$ cat config.mk
export PLATFORM = sky130hd
export DESIGN_NAME = failure_lockout_table_top_flat
export DESIGN_NICKNAME = d
export VERILOG_FILES = /design/src/hw/rtl/flt_pkg.sv /design/src/hw/rtl/flt_in_if.sv /design/src/hw/rtl/flt_out_if.sv /design/src/hw/rtl/flt_cfg.sv /design/src/hw/rtl/failure_lockout_table_top.sv /design/src/flat_wrapper.sv
export SDC_FILE = /design/constraint.sdc
export NUM_CORES = 2
export LEC_CHECK = 0
export BUFFER_PORTS_ARGS = -buffer_cell sky130_fd_sc_hd__buf_2
export CORE_UTILIZATION = 45
export DETAILED_ROUTE_END_ITERATION = 10
export PLACE_DENSITY_LB_ADDON = 0.25
export REMOVE_ABC_BUFFERS = 1
export SLEW_MARGIN = 20
export SYNTH_ARGS = -nofsm -noshare
export SYNTH_HDL_FRONTEND = slang
export SYNTH_SLANG_ARGS = --single-unit
$ cat constraint.sdc
create_clock -name clk -period 36.8 [get_ports clk]
set_clock_uncertainty 0.1 [all_clocks]
set_input_delay 3.68 -clock clk [delete_from_list [all_inputs] [get_ports clk]]
set_output_delay 3.68 -clock clk [all_outputs]
set_load 0.01 [all_outputs]
$ cat src/hw/rtl/flt_pkg.sv
`timescale 1ns / 1ps
// ----------------------------------------------------------------------------
// flt_pkg: shared definitions for the failed-attempt lockout table
// Field widths, register codes and reset values, request actions, the config
// and table entry structs, and the key normalization function.
// ----------------------------------------------------------------------------
package flt_pkg;

  localparam int unsigned FLT_SLOTS  = 8;
  localparam int unsigned KEY_LO_W   = 64;
  localparam int unsigned KEY_HI_W   = 40;
  localparam int unsigned KEY_W      = KEY_LO_W + KEY_HI_W;
  localparam int unsigned KEY_BYTES  = KEY_W / 8;
  localparam int unsigned TIME_W     = 32;
  localparam int unsigned CNT_W      = 8;
  localparam int unsigned SLOT_OUT_W = 3;
  localparam int unsigned CFG_AW     = 4;
  localparam int unsigned CFG_DW     = 32;

  localparam logic [TIME_W-1:0] WINDOW_RST  = 32'd60000;
  localparam logic [TIME_W-1:0] LOCKOUT_RST = 32'd30000;
  localparam logic [CNT_W-1:0]  LIMIT_RST   = 8'd3;
  localparam logic [CNT_W-1:0]  CNT_MAX     = 8'd255;

  // Register index codes (byte address / 4)
  localparam logic [1:0] REG_WINDOW  = 2'd0;
  localparam logic [1:0] REG_LOCKOUT = 2'd1;
  localparam logic [1:0] REG_LIMIT   = 2'd2;

  typedef enum logic [1:0] {
    ACT_CHECK      = 2'd0,
    ACT_FAIL       = 2'd1,
    ACT_CLEAR_USER = 2'd2,
    ACT_CLEAR_ALL  = 2'd3
  } flt_action_t;

  typedef struct packed {
    logic [TIME_W-1:0] window_ms;
    logic [TIME_W-1:0] lockout_ms;
    logic [CNT_W-1:0]  fail_limit;
  } flt_cfg_t;

  typedef struct packed {
    logic [KEY_LO_W-1:0] key_lo;
    logic [KEY_HI_W-1:0] key_hi;
    logic [CNT_W-1:0]    cnt;
    logic [TIME_W-1:0]   wstart;
    logic [TIME_W-1:0]   lend;
  } flt_entry_t;

  // Zero every byte after the first zero byte of the key.
  function automatic logic [KEY_W-1:0] flt_norm_key(input logic [KEY_W-1:0] key);
    logic [KEY_BYTES-1:0] nz;
    logic                 keep;
    logic [KEY_W-1:0]     res;
    for (int i = 0; i < KEY_BYTES; i++) begin
      nz[i] = |key[8*i +: 8];
    end
    res = '0;
    for (int i = 0; i < KEY_BYTES; i++) begin
      keep = 1'b1;
      for (int j = 0; j < i; j++) begin
        keep = keep & nz[j];
      end
      if (keep) begin
        res[8*i +: 8] = key[8*i +: 8];
      end
    end
    return res;
  endfunction

endpackage

$ cat src/hw/rtl/flt_in_if.sv
`timescale 1ns / 1ps
// ----------------------------------------------------------------------------
// flt_in_if: request channel of the lockout table
// Valid/ready handshake carrying the action, key and current time.
// ----------------------------------------------------------------------------
interface flt_in_if;
  logic                                valid;
  logic                                ready;
  flt_pkg::flt_action_t                action;
  logic [flt_pkg::KEY_LO_W-1:0]        key_low;
  logic [flt_pkg::KEY_HI_W-1:0]        key_high;
  logic [flt_pkg::TIME_W-1:0]          now_ms;

  modport source (output valid, action, key_low, key_high, now_ms, input ready);
  modport sink (input valid, action, key_low, key_high, now_ms, output ready);
endinterface

$ cat src/hw/rtl/flt_out_if.sv
`timescale 1ns / 1ps
// ----------------------------------------------------------------------------
// flt_out_if: result channel of the lockout table
// Valid/ready handshake carrying lock status, count and slot.
// ----------------------------------------------------------------------------
interface flt_out_if;
  logic                              valid;
  logic                              ready;
  logic                              locked;
  logic                              lockout_started;
  logic [flt_pkg::CNT_W-1:0]         fail_count;
  logic [flt_pkg::SLOT_OUT_W-1:0]    slot_index;

  modport source (output valid, locked, lockout_started, fail_count, slot_index,
                  input ready);
  modport sink (input valid, locked, lockout_started, fail_count, slot_index,
                output ready);
endinterface

$ cat src/hw/rtl/flt_cfg.sv
`timescale 1ns / 1ps
// ----------------------------------------------------------------------------
// flt_cfg: APB configuration registers
// Holds window length, lockout length and failure limit; zero wait states.
// ----------------------------------------------------------------------------
module flt_cfg (
  input  logic                         clk,
  input  logic                         rst_n,
  input  logic                         cfg_psel,
  input  logic                         cfg_penable,
  input  logic                         cfg_pwrite,
  input  logic [flt_pkg::CFG_AW-1:0]   cfg_paddr,
  input  logic [flt_pkg::CFG_DW-1:0]   cfg_pwdata,
  output logic [flt_pkg::CFG_DW-1:0]   cfg_prdata,
  output logic                         cfg_pready,
  output flt_pkg::flt_cfg_t            cfg_o
);

  flt_pkg::flt_cfg_t cfg_r;
  logic              wr_en;
  logic [1:0]        reg_idx;

  assign cfg_pready = 1'b1;
  assign wr_en      = cfg_psel & cfg_penable & cfg_pwrite & cfg_pready;
  assign reg_idx    = cfg_paddr[3:2];
  assign cfg_o      = cfg_r;

  always_ff @(posedge clk) begin
    if (!rst_n) begin
      cfg_r.window_ms  <= flt_pkg::WINDOW_RST;
      cfg_r.lockout_ms <= flt_pkg::LOCKOUT_RST;
      cfg_r.fail_limit <= flt_pkg::LIMIT_RST;
    end else if (wr_en) begin
      case (reg_idx)
        flt_pkg::REG_WINDOW:  cfg_r.window_ms  <= cfg_pwdata;
        flt_pkg::REG_LOCKOUT: cfg_r.lockout_ms <= cfg_pwdata;
        flt_pkg::REG_LIMIT:   cfg_r.fail_limit <= cfg_pwdata[flt_pkg::CNT_W-1:0];
        default: ;
      endcase
    end
  end

  always_comb begin
    case (reg_idx)
      flt_pkg::REG_WINDOW:  cfg_prdata = cfg_r.window_ms;
      flt_pkg::REG_LOCKOUT: cfg_prdata = cfg_r.lockout_ms;
      flt_pkg::REG_LIMIT:   cfg_prdata = {{(flt_pkg::CFG_DW - flt_pkg::CNT_W){1'b0}},
                                          cfg_r.fail_limit};
      default:              cfg_prdata = '0;
    endcase
  end

endmodule

$ cat src/hw/rtl/failure_lockout_table_top.sv
`timescale 1ns / 1ps
// Sequence: clear all goes from idle straight to the write state; clear user walks
// the slots first, check adds OP_A, and record failure adds OP_A, OP_B and OP_C.
// Throughput: one request at a time; the slot walk reads one table entry per
// cycle from a single-port table, and one 33-bit adder does the time compares and sums.
// Reset: config registers take their defaults and all slots read as empty
// (per-slot valid bits clear at once, no clearing pass).
// ----------------------------------------------------------------------------
// failure_lockout_table_top: per-key failed-attempt lockout table
// Sequencer walking the slot table for match / allocation, then updating the
// selected slot through a shared adder.
// ----------------------------------------------------------------------------
module failure_lockout_table_top #(
  parameter int unsigned SLOTS = flt_pkg::FLT_SLOTS
) (
  input  logic                         clk,
  input  logic                         rst_n,
  flt_in_if.sink                       in_req,
  flt_out_if.source                    out_rsp,
  input  logic                         cfg_psel,
  input  logic                         cfg_penable,
  input  logic                         cfg_pwrite,
  input  logic [flt_pkg::CFG_AW-1:0]   cfg_paddr,
  input  logic [flt_pkg::CFG_DW-1:0]   cfg_pwdata,
  output logic [flt_pkg::CFG_DW-1:0]   cfg_prdata,
  output logic                         cfg_pready
);

  localparam int unsigned SW = (SLOTS > 1) ? $clog2(SLOTS) : 1;
  localparam int unsigned CW = $clog2(SLOTS + 1);
  localparam int unsigned TW = flt_pkg::TIME_W;
  localparam int unsigned NW = flt_pkg::CNT_W;

  typedef enum logic [5:0] {
    ST_IDLE  = 6'b000001,
    ST_SCAN  = 6'b000010,
    ST_OP_A  = 6'b000100,
    ST_OP_B  = 6'b001000,
    ST_OP_C  = 6'b010000,
    ST_WRITE = 6'b100000
  } state_t;

  flt_pkg::flt_cfg_t cfg;

  flt_cfg u_cfg (
    .clk         (clk),
    .rst_n       (rst_n),
    .cfg_psel    (cfg_psel),
    .cfg_penable (cfg_penable),
    .cfg_pwrite  (cfg_pwrite),
    .cfg_paddr   (cfg_paddr),
    .cfg_pwdata  (cfg_pwdata),
    .cfg_prdata  (cfg_prdata),
    .cfg_pready  (cfg_pready),
    .cfg_o       (cfg)
  );

  state_t state_r, state_nxt;

  flt_pkg::flt_action_t        action_r;
  logic [flt_pkg::KEY_W-1:0]   key_r;
  logic [TW-1:0]               now_r;

  // table storage
  flt_pkg::flt_entry_t mem [SLOTS];
  logic [SLOTS-1:0]    slot_valid_r;

  // walk
  logic [CW-1:0]       rd_cnt_r;
  logic [SW-1:0]       rd_addr;
  logic                rd_issue;
  flt_pkg::flt_entry_t rd_data_r;
  logic                rd_valid_r;
  logic                cmp_go_r;
  logic [SW-1:0]       cmp_idx_r;
  flt_pkg::flt_entry_t eff;
  logic                key_hit;
  logic                scan_done;

  logic                found_r;
  logic [SW-1:0]       match_idx_r;
  logic [NW-1:0]       match_cnt_r;
  logic [TW-1:0]       match_ws_r;
  logic [TW-1:0]       match_le_r;
  logic                empty_r;
  logic [SW-1:0]       pick_r;
  logic [TW-1:0]       pick_ws_r;

  logic [SW-1:0]       sel_slot;
  logic [SW+2:0]       slot_ext;
  logic [NW-1:0]       base_cnt;
  logic [TW-1:0]       base_ws;
  logic [TW-1:0]       base_le;

  // shared adder
  logic [TW-1:0]       alu_a;
  logic [TW-1:0]       alu_b;
  logic                alu_sub;
  logic [TW:0]         alu_sum;

  // update stage
  logic [TW-1:0]       d_r;
  logic                locked_r;
  logic                started_r;
  logic [NW-1:0]       cnt_new_r;
  logic [TW-1:0]       ws_new_r;
  logic [TW-1:0]       le_new_r;
  logic                restart;
  logic [NW-1:0]       cnt_c0;
  logic [NW-1:0]       cnt_c1;

  logic                in_fire;
  logic                wr_go;
  flt_pkg::flt_entry_t wr_entry;

  logic                out_valid_r;
  logic                out_locked_r;
  logic                out_started_r;
  logic [NW-1:0]       out_cnt_r;
  logic [flt_pkg::SLOT_OUT_W-1:0] out_slot_r;

  assign in_req.ready = (state_r == ST_IDLE);
  assign in_fire      = in_req.valid & in_req.ready;
  assign wr_go        = (state_r == ST_WRITE) & (~out_valid_r | out_rsp.ready);

  assign rd_addr   = rd_cnt_r[SW-1:0];
  assign rd_issue  = (state_r == ST_SCAN) && (rd_cnt_r != CW'(SLOTS));
  assign eff       = rd_valid_r ? rd_data_r : '0;
  assign key_hit   = (eff.key_lo == key_r[flt_pkg::KEY_LO_W-1:0]) &&
                     (eff.key_hi == key_r[flt_pkg::KEY_W-1:flt_pkg::KEY_LO_W]);
  assign scan_done = cmp_go_r && (cmp_idx_r == SW'(SLOTS - 1));

  assign sel_slot = found_r ? match_idx_r : pick_r;
  assign slot_ext = {3'b000, sel_slot};
  assign base_cnt = found_r ? match_cnt_r : '0;
  assign base_ws  = found_r ? match_ws_r  : '0;
  assign base_le  = found_r ? match_le_r  : '0;

  always_comb begin
    alu_a   = now_r;
    alu_b   = base_ws;
    alu_sub = 1'b1;
    case (state_r)
      ST_SCAN: begin
        alu_a = eff.wstart;
        alu_b = pick_ws_r;
      end
      ST_OP_A: begin
        alu_b = (action_r == flt_pkg::ACT_CHECK) ? base_le : base_ws;
      end
      ST_OP_B: begin
        alu_a = cfg.window_ms;
        alu_b = d_r;
      end
      ST_OP_C: begin
        alu_b   = cfg.lockout_ms;
        alu_sub = 1'b0;
      end
      default: ;
    endcase
  end

  // carry out high means a >= b on a subtract
  assign alu_sum = {1'b0, alu_a} + {1'b0, (alu_sub ? ~alu_b : alu_b)} +
                   {{TW{1'b0}}, alu_sub};

  assign restart = ~alu_sum[TW];
  assign cnt_c0  = restart ? '0 : base_cnt;
  assign cnt_c1  = (cnt_c0 == flt_pkg::CNT_MAX) ? cnt_c0 : cnt_c0 + 8'd1;

  always_comb begin
    state_nxt = state_r;
    case (state_r)
      ST_IDLE: begin
        if (in_fire) begin
          state_nxt = (in_req.action == flt_pkg::ACT_CLEAR_ALL) ? ST_WRITE : ST_SCAN;
        end
      end
      ST_SCAN: begin
        if (scan_done) begin
          state_nxt = (action_r == flt_pkg::ACT_CLEAR_USER) ? ST_WRITE : ST_OP_A;
        end
      end
      ST_OP_A:  state_nxt = (action_r == flt_pkg::ACT_CHECK) ? ST_WRITE : ST_OP_B;
      ST_OP_B:  state_nxt = ST_OP_C;
      ST_OP_C:  state_nxt = ST_WRITE;
      ST_WRITE: begin
        if (wr_go) begin
          state_nxt = ST_IDLE;
        end
      end
      default:  state_nxt = ST_IDLE;
    endcase
  end

  // control
  always_ff @(posedge clk) begin
    if (!rst_n) begin
      state_r      <= ST_IDLE;
      slot_valid_r <= '0;
      out_valid_r  <= 1'b0;
      cmp_go_r     <= 1'b0;
      found_r      <= 1'b0;
      empty_r      <= 1'b0;
      rd_cnt_r     <= '0;
    end else begin
      state_r  <= state_nxt;
      cmp_go_r <= rd_issue;
      if (in_fire) begin
        rd_cnt_r <= '0;
        found_r  <= 1'b0;
        empty_r  <= 1'b0;
      end else if (rd_issue) begin
        rd_cnt_r <= rd_cnt_r + CW'(1);
      end
      if (cmp_go_r) begin
        if (!found_r && key_hit) begin
          found_r <= 1'b1;
        end
        if (!empty_r && (eff.key_lo[7:0] == 8'd0)) begin
          empty_r <= 1'b1;
        end
      end
      if (wr_go) begin
        out_valid_r <= 1'b1;
        case (action_r)
          flt_pkg::ACT_CLEAR_ALL:  slot_valid_r <= '0;
          flt_pkg::ACT_CLEAR_USER: slot_valid_r[sel_slot] <= 1'b0;
          default:                 slot_valid_r[sel_slot] <= 1'b1;
        endcase
      end else if (out_rsp.ready) begin
        out_valid_r <= 1'b0;
      end
    end
  end

  // request capture, walk and update datapath
  always_ff @(posedge clk) begin
    if (in_fire) begin
      action_r <= in_req.action;
      key_r    <= flt_pkg::flt_norm_key({in_req.key_high, in_req.key_low});
      now_r    <= in_req.now_ms;
    end
    if (rd_issue) begin
      rd_data_r  <= mem[rd_addr];
      rd_valid_r <= slot_valid_r[rd_addr];
      cmp_idx_r  <= rd_addr;
    end
    if (cmp_go_r) begin
      if (!found_r && key_hit) begin
        match_idx_r <= cmp_idx_r;
        match_cnt_r <= eff.cnt;
        match_ws_r  <= eff.wstart;
        match_le_r  <= eff.lend;
      end
      if (!empty_r) begin
        if (eff.key_lo[7:0] == 8'd0) begin
          pick_r <= cmp_idx_r;
        end else if ((cmp_idx_r == '0) || !alu_sum[TW]) begin
          // take the strictly older window start; first slot seeds the search
          pick_r    <= cmp_idx_r;
          pick_ws_r <= eff.wstart;
        end
      end
    end
    case (state_r)
      ST_OP_A: begin
        locked_r <= (base_le != '0) && alu_sum[TW-1];
        d_r      <= alu_sum[TW-1:0];
      end
      ST_OP_B: begin
        cnt_new_r <= cnt_c1;
        ws_new_r  <= restart ? now_r : base_ws;
        started_r <= (cnt_c1 >= cfg.fail_limit);
      end
      ST_OP_C: begin
        le_new_r <= started_r ? alu_sum[TW-1:0] : base_le;
      end
      default: ;
    endcase
  end

  always_comb begin
    wr_entry.key_lo = key_r[flt_pkg::KEY_LO_W-1:0];
    wr_entry.key_hi = key_r[flt_pkg::KEY_W-1:flt_pkg::KEY_LO_W];
    if (action_r == flt_pkg::ACT_FAIL) begin
      wr_entry.cnt    = cnt_new_r;
      wr_entry.wstart = ws_new_r;
      wr_entry.lend   = le_new_r;
    end else begin
      wr_entry.cnt    = base_cnt;
      wr_entry.wstart = base_ws;
      wr_entry.lend   = base_le;
    end
  end

  always_ff @(posedge clk) begin
    if (wr_go && ((action_r == flt_pkg::ACT_CHECK) || (action_r == flt_pkg::ACT_FAIL))) begin
      mem[sel_slot] <= wr_entry;
    end
  end

  // result register
  always_ff @(posedge clk) begin
    if (wr_go) begin
      out_locked_r  <= (action_r == flt_pkg::ACT_CHECK) & locked_r;
      out_started_r <= (action_r == flt_pkg::ACT_FAIL) & started_r;
      case (action_r)
        flt_pkg::ACT_CHECK: out_cnt_r <= base_cnt;
        flt_pkg::ACT_FAIL:  out_cnt_r <= cnt_new_r;
        default:            out_cnt_r <= '0;
      endcase
      out_slot_r <= (action_r == flt_pkg::ACT_CLEAR_ALL) ? '0
                                                          : slot_ext[flt_pkg::SLOT_OUT_W-1:0];
    end
  end

  assign out_rsp.valid           = out_valid_r;
  assign out_rsp.locked          = out_locked_r;
  assign out_rsp.lockout_started = out_started_r;
  assign out_rsp.fail_count      = out_cnt_r;
  assign out_rsp.slot_index      = out_slot_r;

  a_busy_after_request: assert property (@(posedge clk) disable iff (!rst_n)
    in_fire |=> !in_req.ready)
    else $error("request taken while previous one still in progress");

  a_clear_all_empties: assert property (@(posedge clk) disable iff (!rst_n)
    (wr_go && (action_r == flt_pkg::ACT_CLEAR_ALL)) |=> (slot_valid_r == '0))
    else $error("clear all left a slot occupied");

  a_started_at_limit: assert property (@(posedge clk) disable iff (!rst_n)
    (out_valid_r && out_started_r) |-> (out_cnt_r >= cfg.fail_limit))
    else $error("lockout started below the failure limit");

  a_lock_exclusive: assert property (@(posedge clk) disable iff (!rst_n)
    out_valid_r |-> !(out_locked_r && out_started_r))
    else $error("locked and lockout_started both set");

  a_slot_in_range: assert property (@(posedge clk) disable iff (!rst_n)
    (state_r == ST_OP_A) |-> (sel_slot <= SW'(SLOTS - 1)))
    else $error("selected slot beyond table depth");

endmodule

$ cat src/flat_wrapper.sv
// flat-port wrapper written by rule: the top's interface ports become plain ports
module failure_lockout_table_top_flat 
#(
  parameter int unsigned SLOTS = flt_pkg::FLT_SLOTS
)
  (clk, rst_n, cfg_psel, cfg_penable, cfg_pwrite, cfg_paddr, cfg_pwdata, cfg_prdata, cfg_pready, in_req_valid, in_req_action, in_req_key_low, in_req_key_high, in_req_now_ms, in_req_ready, out_rsp_valid, out_rsp_locked, out_rsp_lockout_started, out_rsp_fail_count, out_rsp_slot_index, out_rsp_ready);
  flt_in_if in_req_i ();
  flt_out_if out_rsp_i ();
  input  logic clk;
  input  logic rst_n;
  input  logic cfg_psel;
  input  logic cfg_penable;
  input  logic cfg_pwrite;
  input  logic [flt_pkg::CFG_AW-1:0] cfg_paddr;
  input  logic [flt_pkg::CFG_DW-1:0] cfg_pwdata;
  output logic [flt_pkg::CFG_DW-1:0] cfg_prdata;
  output logic cfg_pready;
  input wire logic [$bits(in_req_i.valid)-1:0] in_req_valid;
  input wire logic [$bits(in_req_i.action)-1:0] in_req_action;
  input wire logic [$bits(in_req_i.key_low)-1:0] in_req_key_low;
  input wire logic [$bits(in_req_i.key_high)-1:0] in_req_key_high;
  input wire logic [$bits(in_req_i.now_ms)-1:0] in_req_now_ms;
  output wire logic [$bits(in_req_i.ready)-1:0] in_req_ready;
  output wire logic [$bits(out_rsp_i.valid)-1:0] out_rsp_valid;
  output wire logic [$bits(out_rsp_i.locked)-1:0] out_rsp_locked;
  output wire logic [$bits(out_rsp_i.lockout_started)-1:0] out_rsp_lockout_started;
  output wire logic [$bits(out_rsp_i.fail_count)-1:0] out_rsp_fail_count;
  output wire logic [$bits(out_rsp_i.slot_index)-1:0] out_rsp_slot_index;
  input wire logic [$bits(out_rsp_i.ready)-1:0] out_rsp_ready;
  assign in_req_i.valid = in_req_valid;
  assign in_req_i.action = in_req_action;
  assign in_req_i.key_low = in_req_key_low;
  assign in_req_i.key_high = in_req_key_high;
  assign in_req_i.now_ms = in_req_now_ms;
  assign in_req_ready = in_req_i.ready;
  assign out_rsp_valid = out_rsp_i.valid;
  assign out_rsp_locked = out_rsp_i.locked;
  assign out_rsp_lockout_started = out_rsp_i.lockout_started;
  assign out_rsp_fail_count = out_rsp_i.fail_count;
  assign out_rsp_slot_index = out_rsp_i.slot_index;
  assign out_rsp_i.ready = out_rsp_ready;
  failure_lockout_table_top #(.SLOTS(SLOTS)) u_core (.clk(clk), .rst_n(rst_n), .in_req(in_req_i), .out_rsp(out_rsp_i), .cfg_psel(cfg_psel), .cfg_penable(cfg_penable), .cfg_pwrite(cfg_pwrite), .cfg_paddr(cfg_paddr), .cfg_pwdata(cfg_pwdata), .cfg_prdata(cfg_prdata), .cfg_pready(cfg_pready));
endmodule
==> results.json <==
{
  "r2r_start": "u_core.state_r[0]",
  "path_clk_slew_ns": 0.06,
  "synth.avg_cell_area_sq_um": 16.1,
  "syn_area_sq_um": 82700,
  "place_hpwl_um": 123000,
  "cts_tree": "done",
  "synth-simple-area-share": 0.0833,
  "core_region_area_sq_um": 182000,
  "drv_slew": 0,
  "tns_ns": 0,
  "crit_fanout": 37,
  "portBuffers": 225,
  "min_period_over_period": 0.252,
  "reg2regPathDepth": 31,
  "synth-seq-cells": 2049,
  "seq_area_frac_synth": 0.733,
  "cp_common_cell": "buf_2",
  "drt_iter0_markers": 5472,
  "utilization": 0.513,
  "fmax_ghz": 0.108,
  "worstSkewPairLatency_ns": 0.84,
  "cts_sinks": 2049,
  "antenna_left": 0,
  "netlist_instances": 5146,
  "ios": 229,
  "cp-end-kind": "primary output",
  "hold_buffers": 0,
  "yosys_most_used_dff": "edfxtp_1",
  "routedWlPerCell_um": 26.5,
  "required_ns": 33.02,
  "r2r_end": "u_core.started_r",
  "synth.distinct_cells": 73,
  "vias": 46600,
  "arrival_ns": 5.49,
  "vias_per_cell": 5.81,
  "die_h_um": 431,
  "hold_ws_ns": 0.387,
  "tightest_slew_ns": 1.26,
  "rows": 156,
  "period_minus_slack_ns": 9.27,
  "totalWireLength_um": 212000,
  "yosys.area.top_type": "edfxtp_1",
  "ir_drop_v": 0.0000426,
  "yosysWarnings": 0,
  "hold_class": "reg2reg",
  "crit_chain": "buf_2 -> buf_4 -> nor2b_1 -> nand2_1 -> o21ai_0 -> buf_2",
  "start_kind": "input pin",
  "synth_edf_count": 1955,
  "gp_congestion": 0.872,
  "synthMuxAreaShare": 0.104,
  "power_mw": 5.39,
  "hold_viol": 0,
  "setup_viol": 0,
  "grt_pass1_wl_um": 311000,
  "power_leakage_nw": 30.7,
  "met2_usage": 0.371,
  "synthAdderAreaFrac": 0.00660,
  "overflow": 0,
  "synth_top_family_by_area": "multiplexers",
  "critPathKind": "in2out",
  "grtUsageTotal": 0.228,
  "cts_buffers": 202,
  "grt_busiest_layer": "met2",
  "antenna_found_initial": 7,
  "use_met1": 0.323,
  "clk_path_buf_depth": 3,
  "cts_setup_buffers": 0,
  "slew_headroom": 0.153,
  "worstHoldEndpoint": "u_core.u_cfg.cfg_o[55]",
  "dieWidth_um": 431,
  "remaining_drc_errors": 0,
  "synthArstFlopShare": 0,
  "clockRootBuffer": "clkbuf_16",
  "start_util": 0.455,
  "crit_path_max_incr_delay_ns": 0.69,
  "die_area_sq_um": 185000,
  "grt_start_max_net_pins": 131,
  "fin_nets": 5625,
  "cts_resized": 0,
  "met3_usage": 0.0322,
  "rsz0062_at_grt": "false",
  "synth_area_leaders": "edfxtp_1, mux4_2, nand2_1, dfxtp_1, o21ai_0",
  "worstHoldPathCells": 2,
  "synth-compound-area-share": 0.0504,
  "cts.htree.levels": 4,
  "synth_top_area_frac": 0.710,
  "rrSetupSlack_ns": 28.02,
  "drive_gt1_frac": 0.178,
  "cap_violations": 0,
  "status": "completed",
  "power.density_nw_per_um2": 57.8,
  "drt_pass1_iterations": 8,
  "area_growth_syn_to_layout_pct": 12.8,
  "cpMaxStageDelayCell": "nor2b_1",
  "hold_start": "u_core.u_cfg.cfg_o[55]",
  "synth-xor-area-share": 0.00687,
  "grt_pass1_vias": 45800
}
area by class of cell:
class | count | area, sq um
clock buffer | 262 | 5420
multi-input combinational | 2748 | 20900
clock inverter | 109 | 1000
antenna | 1 | 2.50
sequential | 2049 | 60600
tap | 2449 | 3060
fill | 14900 | 88500
timing repair buffer | 315 | 1920
inverter | 85 | 334
worst max path at each step:
stage / startpoint / endpoint / slack [ns] / depth (start not counted)
floorplan: u_core.rd_cnt_r[0] / u_core.rd_cnt_r[2] / 11.81 / 6
global placement: cfg_paddr[2] / cfg_prdata[4] / 27.56 / 6
detailed placement: cfg_paddr[2] / cfg_prdata[7] / 27.52 / 6
CTS: cfg_paddr[2] / cfg_prdata[7] / 27.49 / 6
global route: u_core.state_r[0] / u_core.started_r / 27.36 / 31
finish: cfg_paddr[2] / cfg_prdata[7] / 27.53 / 6
power breakdown:
part	internal [mW]	switching, mW	total [mW]
Clock	1.14	0.879	2.02
Combinational	0.188	0.357	0.545
Sequential	2.71	0.114	2.83
worst max-delay path: cells and delay by family:
family	cells	cell delay [ns]
compound gates	1	0.13
buf+inv	3	0.85
simple gates	2	0.79
cells by family (layout without fill, tap and decap cells):
family / after synthesis / count (layout)
compound gates: 642 / 642
xor+xnor: 64 / 64
fa+ha+maj: 43 / 43
buf+inv: 349 / 771
flops: 2049 / 2049
mux: 416 / 416
other cells: 1 / 2
simple gates: 1582 / 1582
cell usage in the layout (no fill, tap or decap), drive strengths merged, types with 16 or more instances in the layout:
| cell type | synthesis | final |
|---|---|---|
| edfxtp | 1955 | 1955 |
| nand2 | 1054 | 1054 |
| mux4 | 354 | 354 |
| buf | 81 | 315 |
| clkbuf | 183 | 262 |
| o21ai | 239 | 239 |
| and2 | 148 | 148 |
| nor2 | 127 | 127 |
| dfxtp | 94 | 94 |
| inv | 84 | 93 |
| a21oi | 82 | 82 |
| clkinv | 1 | 80 |
| a22oi | 62 | 62 |
| mux2i | 59 | 59 |
| nor4 | 59 | 59 |
| a21boi | 56 | 56 |
| and3 | 53 | 53 |
| nand3 | 52 | 52 |
| xnor2 | 51 | 51 |
| ha | 42 | 42 |
| a21o | 33 | 33 |
| a221oi | 30 | 30 |
| o31ai | 26 | 26 |
| nor2b | 21 | 21 |
| nor3 | 20 | 20 |
| o22ai | 19 | 19 |
| a31oi | 16 | 16 |
synth_stat cells, types with 7 or more instances:
cell type  number
edfxtp_1     1955
nand2_1      1054
mux4_2        354
o21ai_0       232
clkbuf_1      183
and2_1        146
nor2_1        127
dfxtp_1        94
inv_1          83
a21oi_1        82
buf_1          72
a22oi_1        62
mux2i_1        59
nor4_1         56
a21boi_0       53
and3_1         53
nand3_1        52
xnor2_1        51
ha_1           42
a21o_1         33
a221oi_1       30
o31ai_1        25
nor2b_1        21
nor3_1         20
o22ai_1        19
a31oi_1        15
nand2b_1       15
nand4_1        13
xor2_1         12
a221o_1        11
o2bb2ai_1      10
a222oi_1        8
buf_2           7
o21ai_1         7
or4_1           7
metrics by stage:
step / instance area, sq um / std cells / setup WS (ns)
after floorplan: 81700 / 4882 / 11.81
final: 93300 / 8018 / 27.53
after global placement: 86800 / 7645 / 27.56
after global routing: 93300 / 8017 / 27.36
after CTS: 93300 / 8017 / 27.49
after detailed placement: 86800 / 7646 / 27.52
sequential cells by signal (all words and copies together) (netlist names), 32 cells and up:
signal              cells
u_core.mem           1408
u_core.rd_data_r      176
u_core.key_r          104
u_core.u_cfg.cfg_o     72
u_core.d_r             32
u_core.le_new_r        32
u_core.match_le_r      32
u_core.match_ws_r      32
u_core.now_r           32
u_core.pick_ws_r       32
u_core.ws_new_r        32
per-layer routing:
metal / vias up / wire (um)
met5: - / 0
met4: 0 / 5080
met3: 281 / 14400
met2: 1818 / 103000
met1: 24200 / 90400
li1: 20300 / -
Note: power is estimated with default switching activity, not from simulation.
